File: src/hdl/cgmsp_pkg.sv
// ----------------------------------------------------------------------------
// cgmsp_pkg
// Types and constants for the counted-string parameter parser.
// ----------------------------------------------------------------------------
`timescale 1ns / 1ps

package cgmsp_pkg;

  localparam int unsigned ByteW    = 8;
  localparam int unsigned LongWordW = 16;
  localparam int unsigned CountW   = LongWordW - 1;
  localparam int unsigned CountHiW = CountW - ByteW;

  localparam logic [ByteW-1:0] LONG_FORM_MARK = 8'hFF;
  localparam logic [ByteW-1:0] CHAR_LO        = 8'h20;
  localparam logic [ByteW-1:0] CHAR_HI        = 8'h7E;
  localparam logic [ByteW-1:0] STR_NUM_MAX    = 8'hFF;

  typedef enum logic [1:0] {
    PH_COUNT   = 2'd0,
    PH_LONG_HI = 2'd1,
    PH_LONG_LO = 2'd2,
    PH_CHARS   = 2'd3
  } phase_e;

endpackage

File: src/hdl/cgm_string_parameter_parser.sv
// The result of an accepted input beat is registered and shows in the next cycle.
// 1 byte per cycle while the input is not stalled; the phase/count registers update in one pass.
// Output register holds a stalled result; input stalls only while it is full
// and the downstream side stalls.
// Reset (rst_ni low, async): phase to count byte, counters cleared, no result.
// ----------------------------------------------------------------------------
// cgm_string_parameter_parser
// Splits metafile parameter bytes into counted strings, filters printable
// characters, numbers strings and flags elements that end mid-string or mid-count.
// ----------------------------------------------------------------------------
`timescale 1ns / 1ps

module cgm_string_parameter_parser
  import cgmsp_pkg::*;
(
  input  logic             clk_i,
  input  logic             rst_ni,
  input  logic             in_valid_i,
  output logic             in_stall_o,
  input  logic [ByteW-1:0] data_byte_i,
  input  logic             last_byte_i,
  output logic             out_valid_o,
  input  logic             out_stall_i,
  output logic             char_valid_o,
  output logic [ByteW-1:0] char_value_o,
  output logic             string_done_o,
  output logic [ByteW-1:0] string_number_o,
  output logic             element_done_o,
  output logic             parse_error_o
);

  phase_e              phase_q, phase_d, phase_nxt;
  logic [CountW-1:0]   chars_left_q, chars_left_d, chars_left_nxt;
  logic [CountHiW-1:0] count_hi_q, count_hi_d, count_hi_nxt;
  logic [ByteW-1:0]    strings_seen_q, strings_seen_d;

  logic              out_valid_q, out_valid_d;
  logic              char_valid_q, char_valid_d;
  logic [ByteW-1:0]  char_value_q, char_value_d;
  logic              string_done_q, string_done_d;
  logic [ByteW-1:0]  string_number_q;
  logic              element_done_q;
  logic              parse_error_q, parse_error_d;

  logic              accept;
  logic [CountW-1:0] long_count;
  logic              printable;

  assign in_stall_o = out_valid_q & out_stall_i;
  assign accept     = in_valid_i & ~in_stall_o;
  assign long_count = {count_hi_q, data_byte_i};
  assign printable  = (data_byte_i >= CHAR_LO) && (data_byte_i <= CHAR_HI);

  // Next phase
  always_comb begin
    case (phase_q)
      PH_LONG_HI: phase_nxt = PH_LONG_LO;
      PH_LONG_LO: phase_nxt = (long_count == '0) ? PH_COUNT : PH_CHARS;
      PH_CHARS:   phase_nxt = (chars_left_q <= CountW'(1)) ? PH_COUNT : PH_CHARS;
      PH_COUNT: begin
        if (data_byte_i == LONG_FORM_MARK) begin
          phase_nxt = PH_LONG_HI;
        end else if (data_byte_i == '0) begin
          phase_nxt = PH_COUNT;
        end else begin
          phase_nxt = PH_CHARS;
        end
      end
      default:    phase_nxt = PH_COUNT;
    endcase
    if (!accept) begin
      phase_d = phase_q;
    end else if (last_byte_i) begin
      phase_d = PH_COUNT;
    end else begin
      phase_d = phase_nxt;
    end
  end

  // Counters and result fields
  always_comb begin
    chars_left_nxt = chars_left_q;
    count_hi_nxt   = count_hi_q;
    char_valid_d   = 1'b0;
    char_value_d   = '0;
    string_done_d  = 1'b0;
    case (phase_q)
      PH_LONG_HI: begin
        count_hi_nxt = data_byte_i[CountHiW-1:0];
      end
      PH_LONG_LO: begin
        chars_left_nxt = long_count;
        string_done_d  = (long_count == '0);
      end
      PH_CHARS: begin
        char_valid_d = printable;
        char_value_d = printable ? data_byte_i : '0;
        if (chars_left_q <= CountW'(1)) begin
          chars_left_nxt = '0;
          string_done_d  = 1'b1;
        end else begin
          chars_left_nxt = chars_left_q - CountW'(1);
        end
      end
      PH_COUNT: begin
        if (data_byte_i != LONG_FORM_MARK) begin
          chars_left_nxt = CountW'(data_byte_i);
          string_done_d  = (data_byte_i == '0);
        end
      end
      default: begin
        chars_left_nxt = chars_left_q;
      end
    endcase

    parse_error_d = last_byte_i & (phase_nxt != PH_COUNT);

    chars_left_d   = chars_left_q;
    count_hi_d     = count_hi_q;
    strings_seen_d = strings_seen_q;
    if (accept) begin
      if (last_byte_i) begin
        chars_left_d   = '0;
        count_hi_d     = '0;
        strings_seen_d = '0;
      end else begin
        chars_left_d = chars_left_nxt;
        count_hi_d   = count_hi_nxt;
        if (string_done_d && (strings_seen_q != STR_NUM_MAX)) begin
          strings_seen_d = strings_seen_q + ByteW'(1);
        end
      end
    end

    // hold a stalled result, load a new one on every accepted beat
    out_valid_d = accept | (out_valid_q & out_stall_i);
  end

  always_ff @(posedge clk_i or negedge rst_ni) begin
    if (!rst_ni) begin
      phase_q        <= PH_COUNT;
      chars_left_q   <= '0;
      count_hi_q     <= '0;
      strings_seen_q <= '0;
      out_valid_q    <= 1'b0;
    end else begin
      phase_q        <= phase_d;
      chars_left_q   <= chars_left_d;
      count_hi_q     <= count_hi_d;
      strings_seen_q <= strings_seen_d;
      out_valid_q    <= out_valid_d;
    end
  end

  always_ff @(posedge clk_i) begin
    if (accept) begin
      char_valid_q    <= char_valid_d;
      char_value_q    <= char_value_d;
      string_done_q   <= string_done_d;
      string_number_q <= strings_seen_q;
      element_done_q  <= last_byte_i;
      parse_error_q   <= parse_error_d;
    end
  end

  assign out_valid_o     = out_valid_q;
  assign char_valid_o    = char_valid_q;
  assign char_value_o    = char_value_q;
  assign string_done_o   = string_done_q;
  assign string_number_o = string_number_q;
  assign element_done_o  = element_done_q;
  assign parse_error_o   = parse_error_q;

endmodule

File: config.mk
export PLATFORM = sky130hd
export DESIGN_NAME = cgm_string_parameter_parser
export DESIGN_NICKNAME = d
export VERILOG_FILES = /design/src/hdl/cgmsp_pkg.sv /design/src/hdl/cgm_string_parameter_parser.sv
export SDC_FILE = /design/constraint.sdc
export NUM_CORES = 1
export LEC_CHECK = 0
export BUFFER_PORTS_ARGS = -buffer_cell sky130_fd_sc_hd__buf_2
export CORE_UTILIZATION = 37
export CTS_CLUSTER_DIAMETER = 40
export CTS_CLUSTER_SIZE = 14
export DETAILED_ROUTE_END_ITERATION = 10
export SYNTH_ARGS = -nofsm -noshare
export SYNTH_HDL_FRONTEND = slang
export SYNTH_SLANG_ARGS = --single-unit
File: constraint.sdc
create_clock -name clk_i -period 2.2 [get_ports clk_i]
set_input_delay 0.55 -clock clk_i [delete_from_list [all_inputs] [get_ports clk_i]]
set_output_delay 0.55 -clock clk_i [all_outputs]
set_load 0.03 [all_outputs]
* Word level (Yosys, flattened, before mapping)
Index checks and enable logic that the tools add are counted.
Storage, ports and cells: register bits 53, input bits 13, output and inout port bits 22, logic and storage cells 58
Cells by class: $add $sub $neg 2, magnitude comparators 3, equal/unequal tests 7, muxes and demuxes 17, bitwise logic cells 5, reduce and logical (&&, ||, !) cells 13
Operators by type and width (number):
- $mux 15 | 3
- $pmux 15 s3 | 1
- $mux 8 | 2
- $ne 8x8->1 const B | 2
- $le 15x1->1 const B | 1
- $logic_not 15->1 | 1
- $sub 15x1->15 const B | 1
- $mux 7 | 2
- $mux 2 | 5
- $add 8x1->8 const B | 1
- $eq 8x8->1 const B | 1
- $ge 8x6->1 const B | 1
- $le 8x7->1 const B | 1
- $logic_not 8->1 | 1
- $pmux 2 s4 | 1
- $reduce_and 2->1 | 3
- $reduce_bool 2->1 | 3
- $eq 2x2->1 const B | 2
- $reduce_bool 4->1 | 1
- $and 1x1->1 | 3
- $ne 3x3->1 const B | 1
- $pmux 1 s3 | 1
- $reduce_and 3->1 | 1
- $eq 2x1->1 const B | 1
- 5 further kinds | 7

* Longest topological paths before layout
depth in word-level cells 6, depth in mapped cells 9, gate-level depth less buffers 7

* Worst setup path before layout
OpenSTA, ideal clock, no wires.
kind input to register, start input port in_valid_i, end register strings_seen_q[3], library setup time 0.078 ns, arrival time 2.378 ns, data required time 2.122 ns, path slack -0.256 ns, stages on the path 6, buffers on the path 1, path through a21bo_2 -> clkbuf_1 -> inv_1 -> nand2_1 -> or4_1 -> a21oi_1
On the way: word-level cells in the longest chain between the ends 2
Ends and longest elaborated chain:
- from (decl) | RTL line cgm_string_parameter_parser.sv:18 | input logic in_valid_i,
- $and 1x1->1 | RTL line cgm_string_parameter_parser.sv:50 | assign accept = in_valid_i & ~in_stall_o;
- net accept | RTL line cgm_string_parameter_parser.sv:45 | logic accept;
- $reduce_and 2->1 (no line)
- to (signal assigned) | RTL line cgm_string_parameter_parser.sv:150 | strings_seen_q <= strings_seen_d;
- to (decl) | RTL line cgm_string_parameter_parser.sv:35 | logic [ByteW-1:0] strings_seen_q, strings_seen_d;
The timed path passes the listed nets, and every way through them passes these cells. A chain may end at the register's enable or synchronous reset.

* Final worst setup path
start register phase_q[0], end register chars_left_q[12]
On the way: word-level cells in the longest chain between the ends 3, elaborated cells on any way between the ends 8, classes of those cells eq/ne: 3; mux: 2; reduce/logical: 3
Ends and longest elaborated chain:
- from (decl) | RTL line cgm_string_parameter_parser.sv:32 | phase_e phase_q, phase_d, phase_nxt;
- from (signal assigned) | RTL line cgm_string_parameter_parser.sv:147 | phase_q <= phase_d;
- $eq 2x2->1 / $logic_not 2->1 (equally long branches) | RTL line cgm_string_parameter_parser.sv:87 | case (phase_q)
- $pmux 15 s3, or another cell as far along | RTL line cgm_string_parameter_parser.sv:87
- $mux 15 / $reduce_and 3->1 (equally long branches)
- to (signal assigned) | RTL line cgm_string_parameter_parser.sv:148 | chars_left_q <= chars_left_d;
- to (decl) | RTL line cgm_string_parameter_parser.sv:33 | logic [CountW-1:0] chars_left_q, chars_left_d, chars_left_nxt;
Parallel ways exist; a longest one is shown, timed or not.

==> results.sh <==
export IMPL_peakVddDrop_mv=0.348
export IMPL_p_clk_share_pct=15.3
export IMPL_wl_um=7650
export IMPL_core_area_um2=7370
export IMPL_swShare_pct=40.2
export IMPL_max_cap_violations=0
export IMPL_worst_path_max_fanout=4
export IMPL_synthCells=284
export IMPL_maxSlewViolCount=0
export IMPL_dr_pass1_iters=4
export IMPL_finalSetupTns_ps=0
export IMPL_p_int_uw=2270
export IMPL_h_tree_depth=2
export IMPL_io_pins=35
export IMPL_die_area_um2=8080
export IMPL_cp_start_kind="flip-flop"
export IMPL_clock_sinks=53
export IMPL_dp_cells=450
export IMPL_clk_latency_ps=310
export IMPL_min_period_over_period_pct=96.9
export IMPL_leakage_uw=0.00153
export IMPL_synth_nets=304
export IMPL_drive_gt1_share_pct=28.1
export IMPL_netlist_area_um2=2860
export IMPL_finalCoreUtilization_pct=48.4
export IMPL_nNetsFinal=379
export IMPL_end_kind="flip-flop"
export IMPL_yosysWarnings=0
export IMPL_die_y_um=89.9
export IMPL_avgSynthCellArea_um2=10.1
export IMPL_critPathArrivalTime_ps=2380
export IMPL_min_path_type="input port to async pin"
export IMPL_required_ps=2450
export IMPL_port_buffers=34
export IMPL_clk_pin_slew_ps=100
export IMPL_num_rows=31
export IMPL_path_class="flip-flop to flip-flop"
export IMPL_gp_congestion=0.881
export IMPL_grt_max_degree=34
export IMPL_antenna_diode_count=0
export IMPL_regArea_um2=1430
export IMPL_clock_skew_ps=10.6
export IMPL_track_usage_pct=19.6
export IMPL_setup_violations=0
export IMPL_vias_per_cell=5.65
export IMPL_synth_edf_count=20
export IMPL_overflow=0
export IMPL_pre_cts_slack_ps=-207
export IMPL_wl_per_cell_um=16.7
export IMPL_fin_cells=459
export IMPL_tritoncts="done"
export IMPL_cts_hold_buf=0
export IMPL_power_density_nw_per_um2=1070
export IMPL_syn_to_final_growth_pct=24.6
export IMPL_ys_flop_type="dfrtp_1"
export IMPL_pwr_share_comb_pct=47.3
export IMPL_multiInputGateArea_um2=1380
export IMPL_synth_seq_cells=53
export IMPL_tightest_slew_ps=780
export IMPL_drt_initial_drc_count=286
export IMPL_cts_root_buf="clkbuf_8"
export IMPL_grt_pass1_vias=2405
export IMPL_remaining_drc_errors=0
export IMPL_seqPwrFrac_pct=37.4
export IMPL_hold_violations=0
export IMPL_numCtsBuffers=5
export IMPL_clock_tree_buffer_depth=2
export IMPL_vias=2595
export IMPL_ant_nets=0
export IMPL_dieWidth_um=89.9
export IMPL_start_util_pct=38.8
export IMPL_antenna_found_initial=0
export IMPL_fillers=701
export IMPL_p_switching_uw=1530
export IMPL_finalCriticalPeriod_ps=2130
export IMPL_synth_cell_types=56
export IMPL_hpwl_um=5660
export IMPL_synth_async_reset_ratio_pct=62.3
export IMPL_status="completed"
export IMPL_fmax_mhz=469
export IMPL_grt_first_pass_wirelength_um=12600
export IMPL_synth_seq_area_share_pct=49.9
export IMPL_relSlewSlack_pct=48.0
export IMPL_fin_ws_ps=68.6
-- state kept, by name, indices dropped and copies added, names as in the netlist --
name	flops
phase_q	2
char_value_o	8
chars_left_q	15
count_hi_q	7
out_valid_o	1
element_done_o	1
char_valid_o	1
parse_error_o	1
string_number_o	8
string_done_o	1
strings_seen_q	8
-- power groups by stage --
stage | Sequential [uW] | Clock (uW) | Combinational [uW]
CTS | 1410 | 607 | 1750
global placement | 1430 | 0 | 1730
floorplan | 1460 | 0 | 1020
detailed placement | 1430 | 0 | 1740
global route | 1450 | 636 | 1980
finish | 1420 | 583 | 1800
-- cells in the final DEF (no fill, tap or decap), drive strengths merged, types with 4 or more instances in the layout --
cell	count
a21oi	20
a221o	4
a32oi	5
and2	12
buf	77
clkbuf	5
dfrtp	33
edfxtp	20
ha	7
inv	11
nand2	23
nand3	10
nand4	6
nor2	17
nor2b	7
nor3	5
nor4	9
o211ai	4
o21ai	18
o22ai	5
o31ai	5
or2	4
or3	5
or4	9
-- Yosys cell counts, drive strengths merged, types with 6 or more instances --
master,n,area (um^2)
clkbuf,6,22.5
ha,7,87.6
dfrtp,33,826
nor2,17,63.8
edfxtp,20,601
nor4,9,71.3
inv,11,41.3
nand4,6,37.5
nand3,10,50.1
nor2b,7,43.8
and2,12,75.1
a21oi,20,100
o21ai,18,90.1
or4,9,67.6
nand2,23,86.3
-- timing repair --
item | CTS | global route
setup endpoints to repair | 0 | 15
buffers inserted | 0 | 1
gates resized for setup | 0 | 5
-- worst max-delay path: stages (launching register included) --
cell,delay [ps]
dfrtp_1,410
inv_1,120
ha_2,300
nand2b_1,180
nor3_2,200
o211ai_1,120
buf_4,170
buf_4,140
or3_1,340
nand3_1,90
-- layout make-up --
class	count	share of cell area, %
clock buffers	5	1.93
well taps	99	3.48
clock inverters	3	0.737
flip-flops and latches	53	40.0
inverters	11	1.26
repair buffers	77	13.8
multi-input cells	211	38.7
-- worst paths after layout --
check / startpoint / endpoint / slack, ps / depth (start not counted)
min: rst_ni / out_valid_o / 310 / 1
max reg2reg: phase_q[0] / chars_left_q[12] / 70 / 9
max: phase_q[0] / chars_left_q[12] / 70 / 9
max in group asynchronous: rst_ni / strings_seen_q[2] / 1390 / 1
min in group clk_i: in_valid_i / out_valid_o / 430 / 2
min reg2reg: strings_seen_q[7] / string_number_o[7] / 530 / 0
-- cell families after synthesis --
logic type,after synthesis,synth area share [%]
simple gates,115,22.3
compound gates,87,21.4
flops,53,49.9
buf+inv,20,2.93
fa+ha+maj,7,3.06
xor+xnor,1,0.306
other cells,1,0.131
-- per-stage QoR --
stage,hold WS [ps],total power (uW),instance area [um^2]
3_5_place_dp,491,3170,3430
5_1_grt,378,4070,3560
4_1_cts,340,3770,3520
2_1_floorplan,254,2480,2860
3_3_place_gp,498,3160,3430
6_report,307,3800,3560
-- layer usage --
| metal | wire length (um) | global-route usage [%] |
|---|---|---|
| met1 | 3550 | 29.1 |
| met2 | 3480 | 30.0 |
| met3 | 517 | 2.71 |
| met4 | 107 | 5.38 |
| met5 | 0 | 0 |
(Power assumes the default switching activity.)
